===== src/rtl/core/glpf_pkg.sv =====
package glpf_pkg;

  // Field widths of the stream payloads
  localparam int SAMPLE_W = 32;
  localparam int ROW_W    = 12;
  localparam int COL_W    = 5;
  localparam int ROWS_CFG_W = 13;
  localparam int COLS_CFG_W = 6;
  localparam int OUT_DATA_W = 24;   // row + col, padded to whole bytes
  localparam int MAX_ROWS   = 4096;

  // Configuration register indexes
  typedef enum logic [0:0] {
    REG_GRID_ROWS = 1'b0,
    REG_GRID_COLS = 1'b1
  } reg_idx_t;

  // Item sequencer, one-hot
  typedef enum logic [6:0] {
    ST_IDLE  = 7'b0000001,
    ST_RD0   = 7'b0000010,
    ST_RD1   = 7'b0000100,
    ST_RD2   = 7'b0001000,
    ST_EVAL  = 7'b0010000,
    ST_EMIT  = 7'b0100000,
    ST_FLUSH = 7'b1000000
  } state_t;

endpackage


===== src/rtl/core/glpf_ram.sv =====
module glpf_ram #(
  parameter int WIDTH = 32,
  parameter int DEPTH = 32
) (
  input  logic                     clk,
  input  logic                     we,
  input  logic [$clog2(DEPTH)-1:0] waddr,
  input  logic [WIDTH-1:0]         wdata,
  input  logic [$clog2(DEPTH)-1:0] raddr,
  output logic [WIDTH-1:0]         rdata
);

  logic [WIDTH-1:0] mem [DEPTH];
  logic [WIDTH-1:0] rdata_r;

  // One write port, one registered read port
  always_ff @(posedge clk) begin
    if (we) begin
      mem[waddr] <= wdata;
    end
    rdata_r <= mem[raddr];
  end

  assign rdata = rdata_r;

endmodule


===== src/rtl/core/grid_local_peak_finder_unit.sv =====
// Channel  | Dir | Signals                                  | Item
// ---------+-----+------------------------------------------+------------------------------
// in_      | in  | in_tvalid, in_tready, in_tdata[31:0]     | one grid sample, raster order
// out_     | out | out_tvalid, out_tready, out_tdata, tlast | one peak (row, col)
// cfg_     | in  | cfg_we, cfg_index, cfg_wdata             | grid_rows / grid_cols write
//
// Each sample steps through accept, three reads of the row memories
// (left, center, right column), evaluate and write back, result slot.
// The single read port per row memory makes the three reads sequential.
// At the end of the last row, the bottom flags are scanned column by column.
// A result waits in the output register; the next sample is accepted meanwhile.
// rst_n is synchronous; the row memories and bottom flags need no clearing.
module grid_local_peak_finder_unit #(
  parameter int MAX_COLS = 32
) (
  input  logic                           clk,
  input  logic                           rst_n,
  // sample
  input  logic                           in_tvalid,
  output logic                           in_tready,
  input  logic [glpf_pkg::SAMPLE_W-1:0]  in_tdata,    // [31:0] sample
  // peaks
  output logic                           out_tvalid,
  input  logic                           out_tready,
  output logic [glpf_pkg::OUT_DATA_W-1:0] out_tdata,  // [11:0] peak_row, [16:12] peak_col
  output logic                           out_tlast,
  // configuration
  input  logic                           cfg_we,
  input  logic [0:0]                     cfg_index,
  input  logic [glpf_pkg::ROWS_CFG_W-1:0] cfg_wdata
);

  import glpf_pkg::*;

  localparam int CW = $clog2(MAX_COLS);

  // Configuration and control registers
  logic [ROWS_CFG_W-1:0] grid_rows_r;
  logic [COLS_CFG_W-1:0] grid_cols_r;
  state_t                state_r, state_nxt;
  logic [ROW_W-1:0]      row_cnt_r, row_cnt_nxt;
  logic [CW-1:0]         col_cnt_r, col_cnt_nxt;
  logic                  bank_r, bank_nxt;
  logic [CW-1:0]         fi_r, fi_nxt;
  logic                  out_valid_r, out_valid_nxt;

  // Item payload registers
  logic signed [SAMPLE_W-1:0] v_r;
  logic [ROW_W-1:0]           ir_r;
  logic [CW-1:0]              ic_r;
  logic signed [SAMPLE_W-1:0] pl_r, ol_r, pc_r, oc_r;
  logic                       ok_r, flush_r;
  logic [MAX_COLS-1:0]        flags_r, flags_nxt;
  logic [ROW_W-1:0]           out_row_r, out_row_nxt;
  logic [CW-1:0]              out_col_r, out_col_nxt;
  logic                       out_last_r, out_last_nxt;
  logic                       load_out;

  // Effective geometry
  logic [ROW_W-1:0] rows_m1;
  logic [CW-1:0]    cols_m1;

  always_comb begin
    if (grid_rows_r == '0) begin
      rows_m1 = '0;
    end else if (grid_rows_r > ROWS_CFG_W'(MAX_ROWS)) begin
      rows_m1 = ROW_W'(MAX_ROWS - 1);
    end else begin
      rows_m1 = ROW_W'(grid_rows_r - ROWS_CFG_W'(1));
    end
    if (grid_cols_r == '0) begin
      cols_m1 = '0;
    end else if (grid_cols_r > COLS_CFG_W'(MAX_COLS)) begin
      cols_m1 = CW'(MAX_COLS - 1);
    end else begin
      cols_m1 = CW'(grid_cols_r - COLS_CFG_W'(1));
    end
  end

  // Position of an incoming sample, clamped to the current bounds
  logic [CW-1:0]    c_in;
  logic [ROW_W-1:0] r_in;
  assign c_in = (col_cnt_r > cols_m1) ? cols_m1 : col_cnt_r;
  assign r_in = (row_cnt_r > rows_m1) ? rows_m1 : row_cnt_r;

  // Neighbor presence for the item at work
  logic has_up, has_up2, has_left, has_right, is_last_row, is_row_end;
  assign has_up      = (ir_r != '0);
  assign has_up2     = (ir_r > ROW_W'(1));
  assign has_left    = (ic_r != '0);
  assign has_right   = (ic_r < cols_m1);
  assign is_last_row = (ir_r == rows_m1);
  assign is_row_end  = (ic_r == cols_m1);

  // Row memories: bank_r picks which one holds the prior row
  logic [CW-1:0]              rd_addr;
  logic signed [SAMPLE_W-1:0] rd0, rd1, prior_rd, older_rd;
  logic                       wr_en;

  always_comb begin
    case (1'b1)
      state_r[1]: rd_addr = has_left ? ic_r - CW'(1) : ic_r;   // RD0: left
      state_r[3]: rd_addr = has_right ? ic_r + CW'(1) : ic_r;  // RD2: right
      default:    rd_addr = ic_r;
    endcase
  end

  assign wr_en = (state_r == ST_EVAL);

  glpf_ram #(.WIDTH(SAMPLE_W), .DEPTH(MAX_COLS)) u_ram0 (
    .clk   (clk),
    .we    (wr_en & bank_r),
    .waddr (ic_r),
    .wdata (v_r),
    .raddr (rd_addr),
    .rdata (rd0)
  );

  glpf_ram #(.WIDTH(SAMPLE_W), .DEPTH(MAX_COLS)) u_ram1 (
    .clk   (clk),
    .we    (wr_en & ~bank_r),
    .waddr (ic_r),
    .wdata (v_r),
    .raddr (rd_addr),
    .rdata (rd1)
  );

  assign prior_rd = bank_r ? rd1 : rd0;
  assign older_rd = bank_r ? rd0 : rd1;

  // Peak test for the cell above, candidate flag for the bottom row
  logic ok_eval, f_eval;
  always_comb begin
    ok_eval = has_up && (pc_r >= v_r)
              && (!has_up2   || pc_r >= oc_r)
              && (!has_left  || pc_r >= pl_r)
              && (!has_right || pc_r >= prior_rd);
    f_eval  = (!has_up || v_r >= pc_r) && (!has_left || v_r >= ol_r);
    flags_nxt = flags_r;
    if (has_left && ol_r < v_r) begin
      flags_nxt[ic_r - CW'(1)] = 1'b0;
    end
    flags_nxt[ic_r] = f_eval;
  end

  // Column masks for the flush scan
  logic [MAX_COLS-1:0] col_mask, above_mask;
  always_comb begin
    for (int i = 0; i < MAX_COLS; i++) begin
      col_mask[i]   = (CW'(i) <= cols_m1);
      above_mask[i] = (CW'(i) > fi_r);
    end
  end

  logic any_flag, rest_flag, ofree;
  assign any_flag  = |(flags_r & col_mask);
  assign rest_flag = |(flags_r & col_mask & above_mask);
  assign ofree     = !out_valid_r || out_tready;

  // Sequencer and output register control
  always_comb begin
    state_nxt     = state_r;
    row_cnt_nxt   = row_cnt_r;
    col_cnt_nxt   = col_cnt_r;
    bank_nxt      = bank_r;
    fi_nxt        = fi_r;
    out_valid_nxt = out_valid_r && !out_tready;
    load_out      = 1'b0;
    out_row_nxt   = ir_r;
    out_col_nxt   = ic_r;
    out_last_nxt  = 1'b1;
    unique case (state_r)
      ST_IDLE: begin
        if (in_tvalid) begin
          state_nxt = ST_RD0;
        end
      end
      ST_RD0: state_nxt = ST_RD1;
      ST_RD1: state_nxt = ST_RD2;
      ST_RD2: state_nxt = ST_EVAL;
      ST_EVAL: begin
        state_nxt = ST_EMIT;
        if (is_row_end) begin
          col_cnt_nxt = '0;
          bank_nxt    = ~bank_r;
          row_cnt_nxt = is_last_row ? '0 : ir_r + ROW_W'(1);
        end else begin
          col_cnt_nxt = ic_r + CW'(1);
          row_cnt_nxt = ir_r;
        end
      end
      ST_EMIT: begin
        out_row_nxt  = ir_r - ROW_W'(1);
        out_last_nxt = !(flush_r && any_flag);
        if (!ok_r || ofree) begin
          load_out  = ok_r;
          fi_nxt    = '0;
          state_nxt = flush_r ? ST_FLUSH : ST_IDLE;
        end
      end
      ST_FLUSH: begin
        out_col_nxt  = fi_r;
        out_last_nxt = !rest_flag;
        if (!flags_r[fi_r] || ofree) begin
          load_out = flags_r[fi_r];
          if (fi_r == cols_m1) begin
            state_nxt = ST_IDLE;
          end else begin
            fi_nxt = fi_r + CW'(1);
          end
        end
      end
      default: state_nxt = ST_IDLE;
    endcase
    if (load_out) begin
      out_valid_nxt = 1'b1;
    end
  end

  assign in_tready = (state_r == ST_IDLE);

  // Control registers
  always_ff @(posedge clk) begin
    if (!rst_n) begin
      state_r     <= ST_IDLE;
      row_cnt_r   <= '0;
      col_cnt_r   <= '0;
      bank_r      <= 1'b0;
      fi_r        <= '0;
      out_valid_r <= 1'b0;
      grid_rows_r <= ROWS_CFG_W'(4);
      grid_cols_r <= COLS_CFG_W'(4);
    end else begin
      state_r     <= state_nxt;
      row_cnt_r   <= row_cnt_nxt;
      col_cnt_r   <= col_cnt_nxt;
      bank_r      <= bank_nxt;
      fi_r        <= fi_nxt;
      out_valid_r <= out_valid_nxt;
      if (cfg_we) begin
        unique case (cfg_index)
          REG_GRID_ROWS: grid_rows_r <= cfg_wdata;
          REG_GRID_COLS: grid_cols_r <= cfg_wdata[COLS_CFG_W-1:0];
          default: ;
        endcase
      end
    end
  end

  // Payload registers
  always_ff @(posedge clk) begin
    if (in_tvalid && in_tready) begin
      v_r  <= in_tdata;
      ic_r <= c_in;
      ir_r <= r_in;
    end
    if (state_r == ST_RD1) begin
      pl_r <= prior_rd;
      ol_r <= older_rd;
    end
    if (state_r == ST_RD2) begin
      pc_r <= prior_rd;
      oc_r <= older_rd;
    end
    if (state_r == ST_EVAL) begin
      ok_r    <= ok_eval;
      flush_r <= is_last_row && is_row_end;
      if (is_last_row) begin
        flags_r <= flags_nxt;
      end
    end
    if (load_out) begin
      out_row_r  <= out_row_nxt;
      out_col_r  <= out_col_nxt;
      out_last_r <= out_last_nxt;
    end
  end

  assign out_tvalid = out_valid_r;
  assign out_tdata  = {{(OUT_DATA_W - ROW_W - COL_W){1'b0}}, COL_W'(out_col_r), out_row_r};
  assign out_tlast  = out_last_r;

endmodule


===== config.mk =====
export PLATFORM = sky130hd
export DESIGN_NAME = grid_local_peak_finder_unit
export DESIGN_NICKNAME = d
export VERILOG_FILES = /design/src/rtl/core/glpf_pkg.sv /design/src/rtl/core/glpf_ram.sv /design/src/rtl/core/grid_local_peak_finder_unit.sv
export SDC_FILE = /design/constraint.sdc
export NUM_CORES = 2
export LEC_CHECK = 0
export ABC_AREA = 0
export BUFFER_PORTS_ARGS = -buffer_cell sky130_fd_sc_hd__buf_2
export CORE_ASPECT_RATIO = 1.5
export CORE_MARGIN = 3
export CORE_UTILIZATION = 35
export CTS_BUF_LIST = sky130_fd_sc_hd__clkbuf_4 sky130_fd_sc_hd__clkbuf_8 sky130_fd_sc_hd__clkbuf_16
export DETAILED_ROUTE_END_ITERATION = 10
export HOLD_SLACK_MARGIN = 0.1
export PLACE_DENSITY = 0.54
export SETUP_SLACK_MARGIN = 0.2
export SYNTH_ARGS = -nofsm -noshare
export SYNTH_HDL_FRONTEND = slang
export SYNTH_HIERARCHICAL = 1
export SYNTH_SLANG_ARGS = --single-unit

===== constraint.sdc =====
create_clock -name clk -period 8.03 [get_ports clk]
set_input_delay 0.4015 -clock clk [delete_from_list [all_inputs] [get_ports clk]]
set_output_delay 0.4015 -clock clk [all_outputs]
set_load 0.03 [all_outputs]

# [Yosys cells after proc, flatten, opt, wreduce, memory -nomap -nowiden]
# Memories as Yosys holds them, arrays and structs flattened. A register that Yosys moved wholly into a read port is not among the register bits.
# Cells that the tools add are included.
[word_totals] latchBits=0 ramBits=2048 out_inout_bits=27 reg_bits=279 word_cells=222 memories=2 rom_bits=0
[memory_table] memory="u_ram0.mem" depth=32 width=32 rd=1 rd_ports_with_merged_regs=1 wr=1 line_no="glpf_ram.sv:13" source="logic [WIDTH-1:0] mem [DEPTH];"
[memory_table] memory="u_ram1.mem" depth=32 width=32 rd=1 rd_ports_with_merged_regs=1 wr=1 line_no="glpf_ram.sv:13"
[op_classes] order_cmp=82 bitwise=8 mul=0 shifts=0 n_eq_ne=15 addsub=7 mux=44 div_mod_pow=0 reduce_logical=43
[ops] op="$ge 32x32->1" count=6
[ops] op="$and 32x32->32" count=3
[ops] op="$mux 32" count=3
[ops] op="$gt 5x5->1 const A" count=16
[ops] op="$le 5x5->1 const A" count=16
[ops] op="$mux 12" count=6
[ops] op="$reduce_or 32->1" count=2
[ops] op="$mux 5" count=12
[ops] op="$pmux 7 s7" count=1
[ops] op="$gt 4x5->1 const A" count=8
[ops] op="$le 4x5->1 const A" count=8
[ops] op="$mux 7" count=5
[ops] op="$bwmux 32" count=1
[ops] op="$lt 32x32->1" count=1
[ops] op="$not 32->32" count=1
[ops] op="$sub 12x1->12 const B" count=2
[ops] op="$gt 3x5->1 const A" count=4
[ops] op="$le 3x5->1 const A" count=4
[ops] op="$lt 5x6->1 const B" count=3
[ops] op="$gt 13x13->1 const B" count=1
[ops] op="$logic_not 13->1" count=1
[ops] op="$add 12x1->12 const B" count=1
[ops] op="$eq 12x12->1" count=1
[ops] op="$gt 12x1->1 const B" count=1
[ops] op="36 further kinds" count=92

# [Logic depth before layout (Yosys ltp)]
[depth] depth_word=9 mapped_depth=24 depth_no_buf=19

# [Cells and area by module]
# Netlist, hierarchy kept.
[modules_own_cells] mod="glpf_ram at u_ram0" area_per_inst_um2=40487.6 n_inst=1 cells_per_inst=2260
[modules_own_cells] mod="glpf_ram at u_ram1" area_per_inst_um2=40485.1 n_inst=1 cells_per_inst=2260
[modules_own_cells] mod="grid_local_peak_finder_unit" area_per_inst_um2=18599.1 n_inst=1 cells_per_inst=1875

# [Worst setup path after synthesis]
# Ideal clock, no wire load.
[synth_path] kind="register -> register" startpoint="register state_r[0]" endpoint="register oc_r[0], enable pin" synth_period_minus_slack_ns=5.981 t_arrival_ns=5.403 t_required_ns=7.452 stages_incl_launch_ff=4 setup_ns=0.578 n_path_buf=0 setup_slack_ns=2.049 cell_sequence="dfxtp_1 > nor3_1 > nand2_1 > nor3b_1"
[synth_between] elab_chain_cells=1
[synth_lines] item="from (decl)" line_no="grid_local_peak_finder_unit.sv:40" source="state_t state_r, state_nxt;"
[synth_lines] item="from (signal assigned)" line_no="grid_local_peak_finder_unit.sv:234" source="state_r <= state_nxt;"
[synth_lines] item="$eq 7x4->1" line_no="grid_local_peak_finder_unit.sv:261" source="if (state_r == ST_RD2) begin"
[synth_lines] item="to (signal assigned)" line_no="grid_local_peak_finder_unit.sv:263" source="oc_r <= older_rd;"
[synth_lines] item="to (decl)" line_no="grid_local_peak_finder_unit.sv:51" source="logic signed [SAMPLE_W-1:0] pl_r, ol_r, pc_r, oc_r;"
# Every way passes these cells.
# A chain may end at the register's enable or synchronous reset.

# [Worst setup path in the final report]
[layout_path] startpoint="register grid_cols_r[1]" endpoint="register u_ram0.rdata_r[15] (netlist: u_ram0/rdata[15]), read port of u_ram0.mem"
[layout_between] elab_chain_cells=7
[layout_lines] item="from (decl)" line_no="grid_local_peak_finder_unit.sv:39" source="logic [COLS_CFG_W-1:0] grid_cols_r;"
[layout_lines] item="from (signal assigned)" line_no="grid_local_peak_finder_unit.sv:243" source="REG_GRID_COLS: grid_cols_r <= cfg_wdata[COLS_CFG_W-1:0];"
[layout_lines] item="$sub 5x1->5 or $gt 6x6->1 (tied branches)" line_no="grid_local_peak_finder_unit.sv:76, grid_local_peak_finder_unit.sv:73"
[layout_lines] item="$mux 5" line_no="grid_local_peak_finder_unit.sv:73" source="end else if (grid_cols_r > COLS_CFG_W'(MAX_COLS)) begin"
[layout_lines] item="$mux 5 (*)" line_no="grid_local_peak_finder_unit.sv:71" source="if (grid_cols_r == '0) begin"
[layout_lines] item="$lt 5x5->1 (*)" line_no="grid_local_peak_finder_unit.sv:91" source="assign has_right = (ic_r < cols_m1);"
[layout_lines] item="$mux 5 (*)" line_no="grid_local_peak_finder_unit.sv:103" source="state_r[3]: rd_addr = has_right ? ic_r + CW'(1) : ic_r;"
[layout_lines] item="$mux 5 (*) (2 in series)" line_no="grid_local_peak_finder_unit.sv:101" source="case (1'b1)"
[layout_lines] item="net rd_addr[3]" line_no="grid_local_peak_finder_unit.sv:96" source="logic [CW-1:0] rd_addr;"
[layout_lines] item="to (decl)" line_no="glpf_ram.sv:14" source="logic [WIDTH-1:0] rdata_r;"
# Mark *: on every way through the listed nets, which the timed path passes. The rest lies on a longest branch.

==> flow_metrics.env <==
export IMPL_rrSetupSlack_ns=1.67
export IMPL_cp_start_kind="flip-flop"
export IMPL_synthMuxAreaShare_pct=11.3
export IMPL_dp_hpwl_mm=176
export IMPL_ant_nets=0
export IMPL_yosys_warnings=6
export IMPL_grt_use_met2_pct=34.7
export IMPL_power_density_nw_per_um2=253
export IMPL_finalCritPeriodShare_pct=79.3
export IMPL_area_growth_pct=13.6
export IMPL_hp_start="in_tdata[5]"
export IMPL_hold_depth=2
export IMPL_grt_start_max_net_pins=118
export IMPL_synth_top_family_by_area="multiplexers"
export IMPL_vias=56900
export IMPL_grt_ovfl_total=0
export IMPL_nets=6860
export IMPL_grtUsageMet1_pct=23.6
export IMPL_antenna_found_initial=6
export IMPL_avgRoutedWirePerCell_um=27.5
export IMPL_clock_latency_ns=0.90
export IMPL_synth_edff_count=2277
export IMPL_stdcell_area_um2=113000
export IMPL_nFillCells=25800
export IMPL_path_cells="inv_1 -> ha_1 -> or3b_2 -> nand2_1 -> o311a_1 -> clkinv_1 -> ha_1 -> a21oi_1 -> nand2_1 -> nor2_1 -> xnor2_1 -> o22ai_1 -> nand2b_1 -> buf_4 -> a21oi_1 -> a31oi_1 -> nand3_1"
export IMPL_place_congestion=0.880
export IMPL_routed_via_density=5.39
export IMPL_syn_avg_cell_area_um2=15.6
export IMPL_grt_pass1_wl_mm=413
export IMPL_hp_class="input pin to flip-flop"
export IMPL_synth_distinct_cells=86
export IMPL_critPathTopFamily="simple AND/OR/NAND/NOR gates"
export IMPL_drc=0
export IMPL_die_h_um=659
export IMPL_rsz0062_at_grt="false"
export IMPL_place_inst=10000
export IMPL_synth_seq_cells=2391
export IMPL_cap_viol_max_count=0
export IMPL_grt_total_usage_pct=19.5
export IMPL_r2r_start="grid_cols_r[1]"
export IMPL_synthAdderAreaFrac_pct=2.54
export IMPL_drtIter0Drc=4269
export IMPL_critPathKind="flip-flop to flip-flop"
export IMPL_finalHoldViolations=0
export IMPL_die_w_um=442
export IMPL_drive_gt1_share_pct=12.1
export IMPL_r2r_cells=17
export IMPL_async_flop_share_pct=0
export IMPL_globalRouteMet3Util_pct=2.20
export IMPL_h_tree_depth=4
export IMPL_max_stage_delay_ns=0.89
export IMPL_cts_buffer_depth=4
export IMPL_synth_compound_area_share_pct=6.77
export IMPL_maxSlewViolCount=0
export IMPL_die_area_um2=291000
export IMPL_clkTransAtPathRegs_ns=0.07
export IMPL_grt_pass1_vias=57100
export IMPL_ys_flop_type="edfxtp_1"
export IMPL_synth_xor_area_share_pct=0.440
export IMPL_period_needed_ns=6.36
export IMPL_port_buffer_count=70
export IMPL_r2r_end="u_ram0/rdata[15]"
export IMPL_post_cts_buffers=0
export IMPL_rows=239
export IMPL_root_buffer="clkbuf_16"
export IMPL_postPlaceCellArea_um2=105000
export IMPL_setup_tns_ns=0
export IMPL_coreArea_um2=283000
export IMPL_vdd_drop_max_v=0.000195
export IMPL_firstDrtPassIters=5
export IMPL_io_pins=78
export IMPL_ys_seq_area_share_pct=71.0
export IMPL_drt_total_wl_mm=290
export IMPL_path_max_fanout=14
export IMPL_cts_sinks=2391
export IMPL_critPathSlowestCell="nand2b_1"
export IMPL_min_to="v_r[5]"
export IMPL_cts_tree="yes"
export IMPL_instances_no_fill=10500
export IMPL_netlist_instances=6395
export IMPL_crit_path_end_kind="flip-flop"
export IMPL_start_util_pct=35.2
export IMPL_worst_slew_pin_slew_ns=1.25
export IMPL_cp_arrival_ns=7.09
export IMPL_crit_required_ns=8.75
export IMPL_syn_cell_area_um2=99600
export IMPL_clock_skew_ns=0.135
export IMPL_finalSetupViolations=0
export IMPL_synth_simple_area_share_pct=5.30
export IMPL_max_slew_margin_pct=15.8
export IMPL_path_buf_inv=3
export IMPL_top_usage_layer="met2"
export IMPL_status="finished clean"
export IMPL_fmax_mhz=157
export IMPL_cts_buffers=225
export IMPL_cellLeakagePower_uw=0.0392
-- synthesized netlist by cell type, drive strengths merged, types with 80 or more instances --
cell	count	share of area [%]
o21ai	94	0.48
ha	197	2.5
a31oi	80	0.50
nand3	276	1.4
mux2i	1066	11
a22oi	193	1.5
inv	186	0.70
buf	190	1.3
nor3	92	0.46
clkbuf	154	0.60
nand2	362	1.4
nor2	159	0.60
a21oi	302	1.6
a22o	129	1.1
dfxtp	114	2.3
edfxtp	2277	69
-- worst reg2reg max path: stages (launching register included) --
cell,delay (ns)
dfxtp_1,0.36
inv_1,0.13
ha_1,0.26
or3b_2,0.51
nand2_1,0.08
o311a_1,0.57
clkinv_1,0.48
ha_1,0.44
a21oi_1,0.24
nand2_1,0.19
nor2_1,0.19
xnor2_1,0.09
o22ai_1,0.58
nand2b_1,0.89
buf_4,0.39
a21oi_1,0.07
a31oi_1,0.55
nand3_1,0.18
-- metal layers --
metal  routed length [µm]  part of all wire [%]  up-vias
met5                    0                     0        -
met2               149000                    51     1520
met3                12500                   4.3      468
li1                     -                     -    25200
met1               114000                    39    29600
met4                14400                   5.0        0
-- metrics by stage --
| step | utilization (%) | hold WS, ns | setup slack, ns | power (µW) |
|---|---|---|---|---|
| floorplan | - | 0.449 | 2.05 | 16600 |
| CTS | 40.0 | 0.133 | 1.80 | 28800 |
| global placement | 37.1 | 0.472 | 1.82 | 18100 |
| global route | 40.0 | 0.169 | 1.21 | 29500 |
| detailed placement | 37.1 | 0.477 | 1.84 | 18100 |
| finish | 40.0 | 0.216 | 1.67 | 28600 |
-- layout make-up --
cell class	count	area (µm²)	share of cell area (%)
Antenna cell	12	30.0	0.0266
Tap cell	3735	4670	4.13
Clock buffer	297	6320	5.59
Timing Repair Buffer	328	2770	2.45
Sequential cell	2391	70700	62.5
Clock inverter	112	1070	0.943
Multi-Input combinational cell	3475	26900	23.7
Inverter	191	717	0.634
-- worst max path at each step --
stage	slack (ns)	from	depth (start not counted)	to
after floorplan	2.05	state_r[0]	3	oc_r[0]
after global placement	1.82	grid_cols_r[0]	18	u_ram0/rdata[23]
after detailed placement	1.84	grid_cols_r[0]	17	u_ram0/rdata[15]
after CTS	1.80	grid_cols_r[1]	18	u_ram0/rdata[15]
after global routing	1.21	grid_cols_r[1]	18	u_ram0/rdata[15]
final	1.67	grid_cols_r[1]	17	u_ram0/rdata[15]
-- registers in the layout, summed over array words and instances (netlist names), 12 cells and up --
name and flops:
ol_r 32, u_ram0/mem 1024, flags_r 32, row_cnt_r 12, grid_rows_r 13, oc_r 32, u_ram0/rdata 32, pl_r 32
v_r 32, u_ram1/mem 1024, u_ram1/rdata 32, pc_r 32, ir_r 12, out_row_r 12
-- kinds of logic after synthesis --
family,count (synthesis)
compound gates,999
xor+xnor,50
fa+ha+maj,203
buf+inv,535
flops,2391
mux,1114
other cells,1
simple gates,1102
-- placed cells by master (no fill, tap or decap), types with 73 or more instances in the layout --
cell type	instances
dlygate4sd3_1	73
nand3_1	276
o21ai_0	88
a22oi_1	193
nor3_1	91
inv_1	186
clkbuf_16	227
ha_1	197
a21oi_1	273
a22o_1	129
edfxtp_1	2277
nor2_1	92
buf_4	161
mux2i_1	1066
dfxtp_1	113
a31oi_1	80
nand2_1	361
-- power breakdown --
group / switching, µW / total [µW] / leakage, µW / internal [µW]
clock network: 4620 / 10700 / 0.00369 / 6110
registers: 431 / 14400 / 0.0214 / 13900
logic: 2250 / 3450 / 0.0141 / 1200
total: 7300 / 28600 / 0.0392 / 21300
-- what timing repair did --
item,4_1_cts,5_1_grt
hold buffers,73,0
hold endpoints to repair,70,0
resized for setup,0,0
Power figures use the tool's default switching activity.
